`src/rtl/sfpa_ram.sv`:
```
// Generic single-clock RAM: one write port, one read port, registered read data.
// No dependencies.
module sfpa_ram #(
	parameter int WIDTH = 8,
	parameter int DEPTH = 16
) (
	input  logic                                     clk,
	input  logic                                     we,
	input  logic [((DEPTH > 1) ? $clog2(DEPTH) : 1)-1:0] waddr,
	input  logic [WIDTH-1:0]                         wdata,
	input  logic [((DEPTH > 1) ? $clog2(DEPTH) : 1)-1:0] raddr,
	output logic [WIDTH-1:0]                         rdata
);
	logic [WIDTH-1:0] mem [DEPTH];

	always_ff @(posedge clk) begin
		if (we) begin
			mem[waddr] <= wdata;
		end
		rdata <= mem[raddr];
	end
endmodule

```
`config.mk`:
```
export PLATFORM = sky130hd
export DESIGN_NAME = sfpa_ram
export DESIGN_NICKNAME = d
export VERILOG_FILES = /design/src/rtl/sfpa_ram.sv
export SDC_FILE = /design/constraint.sdc
export NUM_CORES = 1
export LEC_CHECK = 0
export BUFFER_PORTS_ARGS = -buffer_cell sky130_fd_sc_hd__buf_4
export CORE_MARGIN = 5
export CORE_UTILIZATION = 60
export CTS_CLUSTER_DIAMETER = 30
export DETAILED_ROUTE_END_ITERATION = 16
export GPL_ROUTABILITY_DRIVEN = 0
export PLACE_DENSITY = 0.78
export SYNTH_ARGS = -nofsm -noshare
export SYNTH_HDL_FRONTEND = slang
export SYNTH_SLANG_ARGS = --single-unit
```
`constraint.sdc`:
```
create_clock -name clk -period 1.8 [get_ports clk]
set_input_delay 0.09 -clock clk [delete_from_list [all_inputs] [get_ports clk]]
set_output_delay 0.09 -clock clk [all_outputs]
set_load 0.02 [all_outputs]
```
==> impl_metrics.csv <==
group,metric,value,unit
setup_path,reg2reg_slack,0.38,ns
global_route,grt_pass1_wl,15500,um
global_route,antenna_found_initial,0,
pwr,intPower,5850,uW
finish,syn2layout_area_growth,20.7,%
timing,period_minus_slack,1.42,ns
cts,clock_latency,0.52,ns
drt,vias,2524,
timing,fmax,0.703,GHz
drt,drc,0,
timing,rsz0062_at_grt,"false",
yosys,syn-cell-area,0.00515,sq mm
pwr,power_frac_clock,46.0,%
setup_path,critical_path_arrival,1.82,ns
timing,finalCritPeriodShare,79.0,%
setup_path,cp-end-kind,"flip-flop",
setup_path,crit_slowest_cell,"mux4_1",
setup_path,startpoint_type,"flip-flop",
yosys,syn_inst,229,
pwr,p_comb_share,5.3,%
setup_path,worst-setup-path-type,"reg -> reg",
min_path,worstHoldStart,"waddr[0]",
cts,clkTransAtPathRegs,0.06,ns
pwr,vdd_drop_max,0.000966,V
pwr,p_per_area,1180,mW/mm^2
timing,hold_viol_final,0,
pwr,p_leak,0.00215,uW
flow_run,maxCapViolCount,0,
place,dp_hpwl,5810,um
yosys,avgSynthCellArea,22.5,sq um
timing,slew_violations,0,
finish,drive_above_1_share,31.6,%
finish,finalNetCount,310,
finish,seq_area,0.00400,sq mm
cts,cts-resized-gates,0,
cts,numCtsBuffers,17,
timing,slew_headroom,59.0,%
pwr,power,7320,uW
finish,num-fill-cells,438,
setup_path,r2r-start,"mem[0][1]$_DFFE_PP_",
finish,multi_input_area,0.00106,sq mm
pwr,power_frac_seq,48.7,%
finish,diodes,0,
yosys,seq_area_frac_synth,77.8,%
global_route,grtUsageTotal,21.6,%
yosys,ys_warn_count,0,
drt,ant_nets,0,
status,status,"finished, final reports clean",
global_route,grt_pass1_vias,2671,
timing,setup_viol,0,
finish,fin_util,74.9,%
cts,cts_root_buf,"clkbuf_8",
floorplanning,dieArea,0.0105,sq mm
place,portBuffers,25,
floorplanning,die_x,103,um
pwr,p_switching,1480,uW
yosys,ys_types,19,
timing,worstMarginPinSlew,0.612,ns
setup_path,cp.required,2.20,ns
cts,cts_max_level,4,
global_route,grt_max_degree,33,
timing,tns,0,ns
drt,finalWirelength,10300,um
drt,dr.pass1.iters,4,
setup_path,reg2regPathDepth,3,
drt,initialDrtViolationCount,283,
drt,wl_per_cell,25.1,um
floorplanning,die_h,103,um
setup_path,crit_fanout,1,
cts,cts_tree,"done",
floorplanning,start_util,62.0,%
timing,finalClockSkew,0.00670,ns
min_path,hold_class,"in -> reg",
min_path,min_to,"mem[4][0]$_DFFE_PP_",
drt,via_per_inst,6.17,
cts,clock-sinks,136,
global_route,overflow,0,
floorplanning,ios,26,
floorplanning,num_rows,33,
cts,clock_path_buffers,2,
min_path,hold_depth,3,
setup_path,reg2reg_to,"rdata[1]$_DFF_P_",
yosys,synth-seq-cells,136,
setup_path,crit_chain,"mux4_1 > a22oi_1 > nand2_1",
setup_path,critPathMaxStageDelay,0.54,ns
floorplanning,fp.coreArea,0.00830,sq mm
yosys,syn_nets,247,
pwr,swShare,20.2,%
[cells by family after synthesis]
group | count (synthesis) | synth area share [%]
buf+inv | 10 | 1.68
simple gates | 35 | 3.18
mux | 32 | 15.0
flops | 136 | 77.8
compound gates | 16 | 2.33
[stage by stage]
step                      std cells  setup WS [ns]  area (sq um)  hold slack, ns
after global placement          370          0.217          5550           0.393
after floorplan                 229          0.217          5150           0.189
after detailed placement        370          0.195          5550           0.404
after CTS                       409          0.369          6210          0.0448
final                           409          0.378          6210          0.0664
after global routing            409          0.307          6210          0.0602
[critical path: cells and delay by family (launching register included)]
kind             cells  cell delay [ns]
AO/OA/AOI/OAI        1             0.30
flip-flops           1             0.39
multiplexers         1             0.54
AND/OR/NAND/NOR      1             0.08
[sequential cells by signal (all words and copies together) (netlist names)]
register  flops
mem         128
rdata         8
[power groups by stage]
stage	sequential (uW)	combinational (uW)	clock [uW]
floorplan	3650	180	0
global placement	3620	361	0
detailed placement	3630	370	0
CTS	3560	390	3410
global route	3570	416	3560
finish	3560	387	3370
[cells in the mapped netlist]
| cell | n | area share, % |
|---|---|---|
| edfxtp_1 | 128 | 75 |
| mux4_2 | 18 | 7.9 |
| a22oi_1 | 16 | 2.3 |
| mux4_1 | 14 | 7.1 |
| nor2_1 | 13 | 0.95 |
| nand2_1 | 9 | 0.66 |
| dfxtp_1 | 8 | 3.1 |
| nor3_1 | 4 | 0.39 |
| buf_2 | 3 | 0.29 |
| buf_6 | 3 | 0.66 |
| clkdlybuf4s25_2 | 3 | 0.58 |
| nand2b_1 | 2 | 0.24 |
| nand3b_1 | 2 | 0.29 |
| and2_1 | 1 | 0.12 |
| and2b_1 | 1 | 0.15 |
| buf_4 | 1 | 0.15 |
| nand3_1 | 1 | 0.097 |
| nor2b_1 | 1 | 0.12 |
| or3b_2 | 1 | 0.17 |
[area by class of cell]
cell class	instances	share of cell area, %
clock inverters	13	2.48
repair buffers	54	7.05
multi-input cells	83	17.0
well taps	105	2.11
clock buffers	18	6.89
flip-flops and latches	136	64.5
[cells in the final DEF (no fill, tap or decap)]
| cell | instances |
|---|---|
| a22oi_1 | 16 |
| and2_1 | 1 |
| and2b_1 | 1 |
| buf_12 | 1 |
| buf_4 | 45 |
| bufinv_16 | 3 |
| clkbuf_16 | 16 |
| clkbuf_8 | 2 |
| clkinv_2 | 6 |
| clkinv_4 | 2 |
| clkinvlp_4 | 1 |
| dfxtp_1 | 8 |
| dlygate4sd3_1 | 8 |
| edfxtp_1 | 128 |
| inv_6 | 1 |
| mux4_1 | 14 |
| mux4_2 | 18 |
| nand2_1 | 9 |
| nand2b_1 | 2 |
| nand3_1 | 1 |
| nand3b_1 | 2 |
| nor2_1 | 13 |
| nor2b_1 | 1 |
| nor3_1 | 4 |
| or3b_2 | 1 |
[timing repair]
item                                   in CTS  in global routing
endpoints found under the hold margin     128                  0
hold buffers                                8                  0
buffers inserted                            0                  0
[worst max-delay path by stage]
stage               depth (start not counted)  slack (ns)             endpoint                 from
floorplan                                   2        0.22  mem[0][0]$_DFFE_PP_             waddr[2]
global placement                            5        0.22     rdata[3]$_DFF_P_             raddr[0]
detailed placement                          5        0.19     rdata[5]$_DFF_P_             raddr[0]
CTS                                         3        0.37     rdata[1]$_DFF_P_  mem[0][1]$_DFFE_PP_
global route                                3        0.31     rdata[1]$_DFF_P_  mem[0][1]$_DFFE_PP_
finish                                      3        0.38     rdata[1]$_DFF_P_  mem[0][1]$_DFFE_PP_
[layer usage]
layer | GRT usage, % | vias to the layer above | part of all wire (%)
met4 | 7.97 | 0 | 2.8
met5 | 0 | - | 0
met2 | 34.9 | 140 | 50
li1 | - | 1100 | -
met1 | 28.4 | 1260 | 38
met3 | 6.22 | 24 | 8.6
Power figures use the tool's default switching activity.
