$ cat config.mk
export PLATFORM = sky130hd
export DESIGN_NAME = sfpa_div
export DESIGN_NICKNAME = d
export VERILOG_FILES = /design/src/rtl/sfpa_pkg.sv /design/src/rtl/sfpa_div.sv
export SDC_FILE = /design/constraint.sdc
export NUM_CORES = 1
export LEC_CHECK = 0
export ABC_AREA = 1
export BUFFER_PORTS_ARGS = -buffer_cell sky130_fd_sc_hd__buf_4
export CAP_MARGIN = 20
export CORE_MARGIN = 2
export CORE_UTILIZATION = 45
export DETAILED_ROUTE_END_ITERATION = 8
export PLACE_DENSITY_LB_ADDON = 0.05
export SLEW_MARGIN = 20
export SYNTH_ARGS = -nofsm -noshare
export SYNTH_HDL_FRONTEND = slang
export SYNTH_SLANG_ARGS = --single-unit
$ cat constraint.sdc
create_clock -name clk -period 2.2 [get_ports clk]
set_clock_uncertainty 0.05 [all_clocks]
set_input_delay 0.11 -clock clk [delete_from_list [all_inputs] [get_ports clk]]
set_output_delay 0.11 -clock clk [all_outputs]
set_load 0.02 [all_outputs]
$ cat src/rtl/sfpa_pkg.sv
// Shared types and constants of the stack frame pool allocator.
// No dependencies; the interfaces, the divider and the top level import this package.
package sfpa_pkg;

	// Field and register widths.
	localparam int ADDR_W     = 48;
	localparam int SIZE_W     = 25;
	localparam int SHIFT_W    = 5;
	localparam int COUNT_W    = 11;
	localparam int FIDX_W     = 10;
	localparam int STATUS_W   = 3;
	localparam int CFG_IDX_W  = 2;
	localparam int CFG_DATA_W = 48;

	// Page size range and the widths that follow from it.
	localparam logic [SHIFT_W-1:0] MIN_SHIFT = 5'd12;
	localparam logic [SHIFT_W-1:0] MAX_SHIFT = 5'd21;
	localparam int PAGE_W = 22;
	// Frame stride in pages: at most 1 + ceil((2^25 - 1) / 2^12) = 8193.
	localparam int K_W    = 14;

	// Low address bits that are always cleared on an allocated address.
	localparam logic [63:0] TAG_CLEAR = ~64'd3;

	typedef logic [STATUS_W-1:0]  status_t;
	typedef logic [CFG_IDX_W-1:0] cfg_idx_t;

	localparam status_t ST_OK       = 3'd0;
	localparam status_t ST_EMPTY    = 3'd1;
	localparam status_t ST_MISALIGN = 3'd2;
	localparam status_t ST_BELOW    = 3'd3;
	localparam status_t ST_BEYOND   = 3'd4;
	localparam status_t ST_DOUBLE   = 3'd5;

	localparam cfg_idx_t REG_POOL_BASE  = 2'd0;
	localparam cfg_idx_t REG_PAGE_SHIFT = 2'd1;
	localparam cfg_idx_t REG_FRAME_SIZE = 2'd2;
	localparam cfg_idx_t REG_FRAME_CNT  = 2'd3;

	localparam logic [ADDR_W-1:0]  RST_POOL_BASE  = '0;
	localparam logic [SHIFT_W-1:0] RST_PAGE_SHIFT = 5'd12;
	localparam logic [SIZE_W-1:0]  RST_FRAME_SIZE = 25'd8192;
	localparam logic [COUNT_W-1:0] RST_FRAME_CNT  = 11'd1024;

	// Handshake between the top level and the divider.
	typedef struct packed {
		logic busy;
		logic done;
	} div_stat_t;

endpackage

$ cat src/rtl/sfpa_div.sv
// Restoring divider, one quotient bit per cycle, for the frame index lookup.
// Depends on sfpa_pkg for the status struct.
module sfpa_div import sfpa_pkg::*; #(
	parameter int Q_W = 10,
	parameter int D_W = 14
) (
	input  logic               clk,
	input  logic               arst_n,
	input  logic               start,
	input  logic [Q_W+D_W-1:0] dividend,
	input  logic [D_W-1:0]     divisor,
	output logic [Q_W-1:0]     quotient,
	output div_stat_t          stat
);
	localparam int CNT_W = $clog2(Q_W + 1);

	// The caller guarantees dividend < divisor * 2^Q_W, so the upper part
	// starts out as a valid partial remainder.
	logic [D_W-1:0]   rem_q;
	logic [Q_W-1:0]   quo_q;
	logic [D_W-1:0]   div_q;
	logic [CNT_W-1:0] cnt_q;
	logic             busy_q;
	logic             done_q;
	logic [D_W:0]     trial;
	logic             fits;

	assign trial = {rem_q, quo_q[Q_W-1]};
	assign fits  = trial >= {1'b0, div_q};

	always_ff @(posedge clk or negedge arst_n) begin
		if (!arst_n) begin
			busy_q <= 1'b0;
			done_q <= 1'b0;
			cnt_q  <= '0;
		end else begin
			done_q <= 1'b0;
			if (start) begin
				busy_q <= 1'b1;
				cnt_q  <= CNT_W'(Q_W);
			end else if (busy_q) begin
				cnt_q <= cnt_q - CNT_W'(1);
				if (cnt_q == CNT_W'(1)) begin
					busy_q <= 1'b0;
					done_q <= 1'b1;
				end
			end
		end
	end

	always_ff @(posedge clk) begin
		if (start) begin
			rem_q <= dividend[Q_W+D_W-1:Q_W];
			quo_q <= dividend[Q_W-1:0];
			div_q <= divisor;
		end else if (busy_q) begin
			rem_q <= fits ? D_W'(trial - {1'b0, div_q}) : trial[D_W-1:0];
			quo_q <= (quo_q << 1) | Q_W'(fits);
		end
	end

	assign quotient  = quo_q;
	assign stat.busy = busy_q;
	assign stat.done = done_q;
endmodule

==> run metrics, run 1 <==
clock latency on the worst-skew pair=about 0.3 ns; Clk pwr share=around 13%; Vias/cell=4.91; P_int=around 2.4 mW; Clk pin slew, worst setup/hold paths=approximately 0.09 ns; Pwr per Cell Area=between 1000 and 1500 mW/mm²; Max-Slew Margin vs Limit=69.6%; Setup WS post-layout=roughly 0.11 ns; Root Buffer=clkbuf_8; Pleak=2.01 nW; CTS Buf Count=5; drt wl/cell=about 13 µm; Worst setup SP type=register; vias=~2.7k; vias in the first global route=approximately 2.6k; first-pass GRT wire length=11400 µm; largest net degree at the start of global routing=41; top-area cell type share of the netlist area=38.5%; final hold viol count=0; WP data required=2.22 ns; initial cell density of the core=between 40% and 50%; NetSw=between 1.5 and 2 mW; Core Area=0.00635 mm²; area grow syn2layout=30.7%; first-pass iteration count of the detailed router=4; crit end category=register; synthesized area per cell=7.67 µm²; gr usage total=19.6%; initial antenna violation count=0; synth unique cells=30; WS Path Type=reg -> reg; R2R Setup Slk=~0.11 ns; run status=finished clean; DP Worst Slack=about 0.031 ns; fmax=between 400 and 500 MHz; gpl congestion=~0.93; Post-DRT Antenna Nets=0; CP Launch Point=rem_q[12]$_DFFE_PP_; crit path time final=~2.1 ns; dominant synthesized flop cell=edfxtp_1; Longest Clk Path Bufs=2; R2R Path End=rem_q[2]$_DFFE_PP_; Post-Syn Nets=roughly 440; DRC violations left=0; top-count cell post-synth=nand2_1; ranking of synthesized cells by area=edfxtp_1 (39%), nand2_1 (19%), inv_1 (8.7%), ha_1 (6.8%), dfrtp_1 (5.1%); VDD IR-drop max=between 500 and 600 µV; Synth Instances=386; Iter 0 DRT Violations=~120; Yosys top cell by area=edfxtp_1; final cell count without fillers=541; final-report max-slew violation count=0; I/O pin count=53; arrival time worst endpoint=between 2 and 2.5 ns; Die Area=between 0.007 and 0.008 mm²; Tightest Pin Transition=0.455 ns; worst r2r src=rem_q[12]$_DFFE_PP_; Logic pwr share=between 50% and 60%; Ant. Diodes=0; layout cells sized above 1=a little over a fifth; Port-buffer cells=52; WL final=between 6000 and 7000 µm; warnings from Yosys=0; CP endpoint=rem_q[2]$_DFFE_PP_; Hold Path Class=in -> reg; CTS tree=yes; Post-DP HPWL=roughly 5000 µm; Synth top cells by count=nand2_1 (153), inv_1 (69), edfxtp_1 (38); Fillers=602; R2R cell count=10; sequential share of the synthesized area=about 44%; Synth async-reset ratio=approximately 14%; Final #Nets=about 520; Cell Rows=29; Final setup viols=0; sequential share of power=a little under a third; EDFF count, synth=38; Die X=85.1 µm; #FFs+latches synth=44; Sw Ratio=between 40% and 50%; final cell utilization of the core=60.9%; clock sinks=between 40 and 50; Die H=85.1 µm; CP Max Fanout=6; grt ovf=0; level count of the clock H-tree=2; final period utilization=95.0%; Mapped Area=0.00296 mm²; dpl cells=514; MaxCap Viol Count=0
==> how the worst min path moves through the flow <==
stage                           start                     to  slack (ns)  depth (start not counted)
after floorplan                arst_n       busy_q$_DFF_PN0_       -0.24                          0
after global placement         arst_n   cnt_q[1]$_DFFE_PN0P_       -0.13                          1
after detailed placement       arst_n   cnt_q[3]$_DFFE_PN0P_       -0.13                          1
after CTS                 dividend[5]  quotient[5]$_DFFE_PP_        0.02                          3
after global routing      dividend[5]  quotient[5]$_DFFE_PP_        0.02                          3
final                     dividend[5]  quotient[5]$_DFFE_PP_        0.02                          3
==> stage by stage <==
stage	power (mW)	hold WS (ns)	area [µm²]	TNS (ns)
after detailed placement	3.30	-0.127	3460	0
after global placement	3.29	-0.128	3460	0
final	4.14	0.0217	3870	0
after floorplan	2.81	-0.236	2960	0
after CTS	3.85	0.0188	3700	0
after global routing	4.50	0.0154	3870	-0.0416
==> final cells by class <==
type / count / area (µm²) / share of cell area, %
clock buffers: 6 / 72.6 / 1.88
clock inverters: 2 / 16.3 / 0.420
inverters: 72 / 270 / 6.98
multi-input cells: 259 / 1450 / 37.6
flip-flops and latches: 44 / 1290 / 33.4
well taps: 77 / 96.3 / 2.49
repair buffers: 81 / 669 / 17.3
==> routing by layer <==
metal  share of wire [%]  track usage, %  routed length, µm
met5                   0               0                  0
met4                0.61            5.05                 42
met3                 5.5            4.86                380
met2                  47            32.7               3240
met1                  47            25.4               3250
==> critical path: stages, from the launching register on <==
cell and delay (ns):
edfxtp_1 0.41, ha_1 0.37, inv_2 0.08, nor3_4 0.23, and2_4 0.20, nand2_4 0.07, nand3_4 0.14, buf_12 0.13
nand2_1 0.05, nand3_1 0.08, nand2_1 0.05
==> cells by family after synthesis <==
family / share of synthesized area [%]
buffers and inverters: 11.4
AOI/OAI and AO/OA: 2.41
and+or+nand+nor: 33.6
adders and majority gates: 7.44
DFF: 43.6
xor gates and xnor gates: 1.48
==> flip-flops by register name (all words and copies together), names as in the netlist <==
| register | cells |
|---|---|
| div_q | 14 |
| done_q | 1 |
| cnt_q | 4 |
| busy_q | 1 |
| rem_q | 14 |
| quotient | 10 |
==> layout by cell type, fill, tap and decap left out, types with 2 or more instances in the layout <==
cell type,instances
inv_1,69
o21ai_0,5
nand3b_1,2
ha_2,2
nor2_1,10
dfrtp_1,6
inv_2,3
clkbuf_8,5
nand3_1,27
ha_4,7
nand2_2,7
xnor2_1,4
nand2_1,152
a21oi_1,5
buf_6,3
edfxtp_1,38
nand4_1,19
dlygate4sd3_1,15
ha_1,7
buf_4,62
==> power by group through the flow <==
stage | logic [mW] | registers, mW | clock network (mW)
floorplan | 1.55 | 1.26 | 0
CTS | 2.08 | 1.23 | 0.541
finish | 2.33 | 1.27 | 0.532
global route | 2.63 | 1.29 | 0.575
global placement | 2.04 | 1.25 | 0
detailed placement | 2.05 | 1.25 | 0
==> repair_timing <==
action                                  in CTS  in global routing
buffers inserted                             0                  3
endpoints found under the hold margin       20                  0
resized for setup                            0                 16
hold buffers                                15                  0
endpoints found under the setup margin       0                 11
Power figures use the tool's default switching activity.
==> inputs of run 2 (changes only) <==
--- a/config.mk
+++ b/config.mk
@@ -9,8 +9,9 @@
 export BUFFER_PORTS_ARGS = -buffer_cell sky130_fd_sc_hd__buf_4
 export CAP_MARGIN = 20
 export CORE_MARGIN = 2
-export CORE_UTILIZATION = 45
+export CORE_UTILIZATION = 55
 export DETAILED_ROUTE_END_ITERATION = 8
+export HOLD_SLACK_MARGIN = 0.15
 export PLACE_DENSITY_LB_ADDON = 0.05
 export SLEW_MARGIN = 20
 export SYNTH_ARGS = -nofsm -noshare
==> run metrics, run 2 (synthesized netlist as in run 1, its figures left out) <==
WP data required=2.21 ns (about the same); Pleak=2.13 nW (+5.7%); largest net degree at the start of global routing=42 (+2.4%); Final #Nets=546 (+4.8%); I/O pin count=53 (unchanged); most frequent cells in the layout=nand2_1 (151), inv_1 (69), buf_4 (64), dlygate4sd3_1 (40), edfxtp_1 (38); Port-buffer cells=52 (unchanged); gr usage total=27.3% (+7.7 points); arrival time worst endpoint=2.15 ns (+0.04 ns); Iter 0 DRT Violations=281 (+140%); crit path time final=2.14 ns (+0.0514 ns); first-pass GRT wire length=12800 µm (+13%); gpl congestion=0.950 (+2.3%); first-pass iteration count of the detailed router=5 (+1); initial antenna violation count=0 (unchanged); Routed met3 length=588 µm (+55%); dpl cells=507 (-1.4%); Die H=77.4 µm (-9.1%); Root Buffer=clkbuf_8; Hold Path Class=in -> reg; CTS Buf Count=5 (unchanged); CTS tree=yes; Tightest Pin Transition=0.453 ns (-0.00229 ns); Clk pin slew, worst setup/hold paths=0.09 ns (about the same); Ant. Diodes=0 (unchanged); Final setup viols=0 (unchanged); crit end category=register; Max-Slew Margin vs Limit=69.8% (+0.15 points); Fillers=343 (-43%); clock sinks=44 (unchanged); Cell Rows=26 (-10%); clock latency on the worst-skew pair=0.29 ns (about the same); VDD IR-drop max=576 µV (+1.9%); run status=finished clean; Die Area=0.00599 mm² (-17%); TNS Setup=0 ns (unchanged); fmax=467 MHz (-2.4%); commonest non-fill, non-tap cell in the layout=nand2_1; Longest Clk Path Bufs=2 (unchanged); layout cells sized above 1=21.3% (-0.50 points); DR top layer=met4; final-report max-slew violation count=0 (unchanged); Die X=77.4 µm (-9.1%); wl on met1=3310 µm (+1.8%); RSZ-0062 raised after global routing=yes; Worst setup SP type=register; final hold viol count=0 (unchanged); DRC violations left=0 (unchanged); MaxCap Viol Count=0 (unchanged); level count of the clock H-tree=2 (unchanged); Vias/cell=5.19 (+5.6%); drt wl/cell=14.7 µm (+15%); Post-DRT Antenna Nets=0 (unchanged); final period utilization=97.3% (+2.3 points); grt ovf=0 (unchanged); initial cell density of the core=57.6% (+11 points); area occupied by registers=0.00129 mm² (unchanged); Pwr per Cell Area=1050 mW/mm² (-1.4%); final cell count without fillers=559 (+3.3%); CP Max Fanout=8 (+2); area grow syn2layout=39.3%; vias in the first global route=2784 (+8.9%); Multi-input gate area=0.00145 mm² (-0.17%); Core Area=0.00514 mm² (-19%); WL final=8210 µm (+19%); Post-DP HPWL=5180 µm (+3.8%); WL met2=4110 µm (+27%); vias=2900 (+9.1%); WS Path Type=reg -> reg
==> run 2: changes by cell type in the layout (fill, tap and decap cells not counted), sizes merged <==
cell	before	now
clkbuf	6	8
clkinv	1	0
clkinvlp	1	0
dlygate4sd3	15	40
==> run 2: metrics by stage <==
| step | utilization [%] | hold WS, ns | total power [mW] | setup WS, ns | area, µm² |
|---|---|---|---|---|---|
| 2_1_floorplan | - | -0.236 | 2.81 | 0.0860 | 2960 |
| 3_3_place_gp | 67.2 | -0.130 | 3.28 | 0.0992 | 3450 |
| 3_5_place_dp | 67.2 | -0.129 | 3.32 | 0.0437 | 3450 |
| 4_1_cts | 77.4 | 0.239 | 4.04 | 0.0102 | 3980 |
| 5_1_grt | 80.3 | 0.253 | 4.68 | -0.0352 | 4130 |
| 6_report | 80.3 | 0.241 | 4.35 | 0.0583 | 4130 |
==> run 2: area by class of cell <==
| cell class | count | share of cell area (%) |
|---|---|---|
| multi-input cells | 259 | 35.2 |
| flip-flops and latches | 44 | 31.3 |
| repair buffers | 106 | 21.9 |
| inverters | 72 | 6.55 |
| clock buffers | 8 | 2.97 |
| well taps | 70 | 2.12 |
==> run 2: power by group <==
group	switching, mW	internal (mW)
logic	1.42	1.01
clock network	0.283	0.363
registers	0.143	1.14
total	1.84	2.51
==> run 2: routing by layer <==
metal / global-route usage, % / vias up
li1: - / 1424
met2: 47.8 / 144
met4: 9.46 / 0
met5: 0 / -
met1: 34.4 / 1307
met3: 4.30 / 25
==> run 2: worst paths after layout <==
| check | from | cells after the start | slack [ns] | endpoint |
|---|---|---|---|---|
| worst max-delay path | rem_q[12]$_DFFE_PP_ | 10 | 0.06 | rem_q[4]$_DFFE_PP_ |
| worst min-delay path | start | 1 | 0.24 | div_q[4]$_DFFE_PP_ |
| worst max register to register | rem_q[12]$_DFFE_PP_ | 10 | 0.06 | rem_q[4]$_DFFE_PP_ |
| worst min register to register | cnt_q[2]$_DFFE_PN0P_ | 1 | 0.42 | done_q$_DFF_PN0_ |
| max in group asynchronous | arst_n | 3 | 1.13 | busy_q$_DFF_PN0_ |
| min in group asynchronous | arst_n | 3 | 0.75 | cnt_q[3]$_DFFE_PN0P_ |
==> run 2: critical path, stage by stage, from the launching register on <==
cell	delay, ns
edfxtp_1	0.44
ha_1	0.37
inv_2	0.08
nor3_4	0.21
and2_4	0.19
nand2_4	0.07
nand3_4	0.16
buf_4	0.14
nand2_2	0.04
nand3_1	0.09
nand2_1	0.06
==> run 2: repair_timing <==
| item | CTS | global route |
|---|---|---|
| resized for setup | 0 | 20 |
| buffers inserted | 0 | 3 |
| endpoints found under the hold margin | 44 | 0 |
| hold buffers | 40 | 0 |
| endpoints found under the setup margin | 0 | 12 |
